===== src/hw/rtl/lmc_blend.sv =====
module lmc_blend (
	input  logic       clk,
	input  logic       en,
	input  logic [7:0] src,
	input  logic [7:0] dst,
	input  logic [7:0] alpha,
	output logic [7:0] res
);

	logic [15:0] prod_s1;
	logic [7:0]  src_s1;
	logic [16:0] div_sum;
	logic [7:0]  quot;
	logic [8:0]  total;

	// one channel per enable, product registered before the divide
	always_ff @(posedge clk) begin
		if (en) begin
			prod_s1 <= (8'd255 - alpha) * dst;
			src_s1  <= src;
		end
	end

	// exact floor divide by 255 for a product of at most 255*255
	always_comb begin
		div_sum = 17'(prod_s1) + 17'd1 + 17'(prod_s1[15:8]);
		quot    = div_sum[15:8];
		total   = 9'(src_s1) + 9'(quot);
		res     = total[8] ? 8'hFF : total[7:0];
	end

endmodule


===== config.mk =====
export PLATFORM = sky130hd
export DESIGN_NAME = lmc_blend
export DESIGN_NICKNAME = d
export VERILOG_FILES = /design/src/hw/rtl/lmc_blend.sv
export SDC_FILE = /design/constraint.sdc
export NUM_CORES = 1
export LEC_CHECK = 0
export BUFFER_PORTS_ARGS = -buffer_cell sky130_fd_sc_hd__buf_2
export CAP_MARGIN = 30
export CORE_MARGIN = 1.5
export CORE_UTILIZATION = 55
export DETAILED_ROUTE_END_ITERATION = 16
export PLACE_DENSITY = 0.86
export SKIP_LAST_GASP = 1
export SYNTH_ARGS = -nofsm -noshare
export SYNTH_HDL_FRONTEND = slang
export SYNTH_SLANG_ARGS = --single-unit

===== constraint.sdc =====
create_clock -name clk -period 4.4 [get_ports clk]
set_input_delay 0.88 -clock clk [delete_from_list [all_inputs] [get_ports clk]]
set_output_delay 0.88 -clock clk [all_outputs]
set_load 0.02 [all_outputs]

==> impl_metrics.py <==
metrics = {
    "floorplanning": {
        "die_w_um": 84.1,
        "die_h_um": 84.1,
        "core_mm2": 0.00635,
        "io_pins": 34,
        "start_util_pct": 57.0,
        "fp-row-count": 29,
        "dieArea_mm2": 0.00708,
    },
    "global_routing": {
        "gr-usage-met2_pct": 43.7,
        "grt_max_degree": 25,
        "top_usage_layer": "met2",
        "grt_antenna_before_repair": 0,
        "grt_pass1_wl_um": 13700,
        "grt_pass1_vias": 3169,
        "gr-usage-met3_pct": 2.56,
        "track_usage_pct": 23.7,
        "met1_usage_pct": 28.5,
        "grt-ovfl-total": 0,
    },
    "place": {
        "place_congestion": 0.869,
        "io_buffer_count": 33,
        "dp_slack_ns": -0.327,
        "dpl.hpwl_um": 6240,
    },
    "logic_synthesis": {
        "synthAdderAreaFrac_pct": 39.3,
        "synthSimpleGateAreaFrac_pct": 19.7,
        "synth_area_mm2": 0.00362,
        "synthMuxAreaShare_pct": 0.311,
        "yosysSeqAreaShare_pct": 19.9,
        "synth_ff_type": "edfxtp_1",
        "yosys.cell_types.count": 46,
        "syn_area_per_cell_um2": 9.66,
        "synth_compound_area_share_pct": 9.50,
        "synth_top_family_by_area": "adder cells",
        "synth_edf_count": 24,
        "synthXorXnorAreaFrac_pct": 4.11,
        "netlist_instances": 375,
        "synth_fp_nets": 492,
        "ys_ff_latch": 24,
        "netlist_top_cells_area": "fa_1 (21%), edfxtp_1 (20%), ha_1 (18%)",
        "yosys_warnings": 0,
        "synthArstFlopShare_pct": 0,
        "yosys.area.top_type": "fa_1",
        "synth_top_area_share_pct": 21.0,
    },
    "critical_path": {
        "worst-path-buf-inv": 6,
        "end_kind": "flop",
        "critPathKind": "primary input to flop",
        "cp-start-kind": "primary input",
        "critPathTopFamily": "adder cells",
        "critPathMaxFanout": 6,
        "required_ns": 4.51,
        "crit_slowest_cell": "fa_1",
        "cpPeakStageDelay_ns": 0.56,
        "worstPathCellList": "buf_4 > buf_4 > nand2b_1 > fa_1 > inv_1 > ha_4 > ha_1 > inv_1 > fa_1 > inv_1 > ha_2 > inv_2 > fa_2 > nor2b_2 > o2111ai_2 > nand3_2 > a2111o_1 > o311ai_2",
        "crit_top_cell": "inv_1",
        "arrival_ns": 4.58,
    },
    "route": {
        "avgRoutedWirePerCell_um": 17.6,
        "vias": 3078,
        "drt_iter0_drc": 201,
        "ant_nets": 0,
        "dr.pass1.iters": 4,
        "drc": 0,
        "viasPerCell": 5.74,
        "routed_wl_um": 9430,
    },
    "flow_run": {
        "max-cap-violations": 0,
    },
    "sta": {
        "fmaxAchievable_mhz": 223,
        "final_max_slew_viol_count": 0,
        "rsz0062_at_grt": "true",
        "worst_pin_slew_ns": 0.583,
        "period_share_pct": 102,
        "fin_ws_ns": -0.0757,
        "min_period_ns": 4.48,
        "max_slew_margin_pct": 61.1,
        "hold_slack_ns": 0.770,
        "finalHoldViolations": 0,
        "setup_viol": 3,
    },
    "status": {
        "violations": "negative setup slack",
        "status": "finished with violations",
    },
    "power": {
        "p_per_area_mw_per_mm2": 600,
        "p_leak_uw": 0.00225,
        "irDropWorstVdd_mv": 0.819,
    },
    "cells_and_area": {
        "mostFrequentLayoutCell": "inv_1",
        "nets": 577,
        "fill_cells": 396,
        "diodes": 0,
        "final_cell_mix": "inv_1 (63), buf_4 (50), ha_1 (42), nor2b_1 (39), fa_1 (32)",
        "seqCellArea_um2": 721,
        "drive_above_1_share_pct": 30.9,
        "areaGrowthSynthToFinish_pct": 28.4,
        "multi_input_area_mm2": 0.00294,
    },
    "clock_tree": {
        "cts_tree": "done",
        "cts.sinks": 24,
        "numCtsBuffers": 3,
        "h-tree-depth": 1,
        "root_buffer": "clkbuf_8",
        "clk_pin_slew_ns": 0.09,
        "hold_buffers": 0,
        "clockBufferDepth": 2,
    },
    "min_path": {
        "hp-class": "primary input to flop",
    },
}
-- sequential cells by signal (all words and copies together), names as in the netlist --
signal and flops:
prod_s1 16, src_s1 8
-- stage by stage --
stage,cells,util [%],cell area (µm²),TNS (ns),total power [µW]
5_1_grt,536,73.2,4650,-0.919,3000
3_5_place_dp,519,65.9,4190,-1.45,2140
3_3_place_gp,519,65.9,4190,-0.915,2050
6_report,536,73.2,4650,-0.155,2790
2_1_floorplan,375,-,3660,-0.0127,1650
4_1_cts,525,68.0,4320,-0.00559,2400
-- synthesized netlist by cell type (all sizes together) (3+ instances only) --
master / count
o21a: 4
o21ai: 8
xnor2: 8
nand2b: 22
nor2: 14
a21oi: 11
o211ai: 3
xor2: 9
nor2b: 45
edfxtp: 24
a21o: 6
nand3: 7
inv: 67
ha: 53
nand2: 13
nor3: 11
fa: 38
-- timing repair --
item                                    CTS  global route
pin swaps                                 8            28
hold endpoints to repair                  0             0
resized for setup                         8            58
endpoints found under the setup margin   10            13
buffers inserted                          2            11
-- cell families after synthesis --
| group | after synthesis |
|---|---|
| compound gates | 48 |
| xor+xnor | 17 |
| fa+ha+maj | 91 |
| buf+inv | 69 |
| flops | 24 |
| mux | 1 |
| simple gates | 125 |
-- power by group --
part           switching [µW]  internal [µW]
Combinational            1130           1030
Sequential               76.3            360
Clock                    77.5            122
-- layout make-up --
class / count / area share (%)
clock buffer: 3 / 0.888
sequential: 24 / 15.5
multi-input combinational: 282 / 63.1
timing repair buffer: 82 / 12.4
tap: 77 / 2.07
inverter: 67 / 5.41
clock inverter: 1 / 0.646
-- per-layer routing --
layer,part of all wire [%],vias up
met5,0,-
li1,-,1418
met4,3.6,0
met1,38,1523
met2,54,108
met3,4.2,29
-- path summary, 6_finish.rpt --
kind              depth (start not counted)  slack (ns)  startpoint                     to
hold / removal                            1        0.77      src[7]    src_s1[7]$_DFFE_PP_
setup / recovery                         18       -0.08      dst[2]  prod_s1[14]$_DFFE_PP_
No activity file was read; power rests on OpenSTA's default activity.
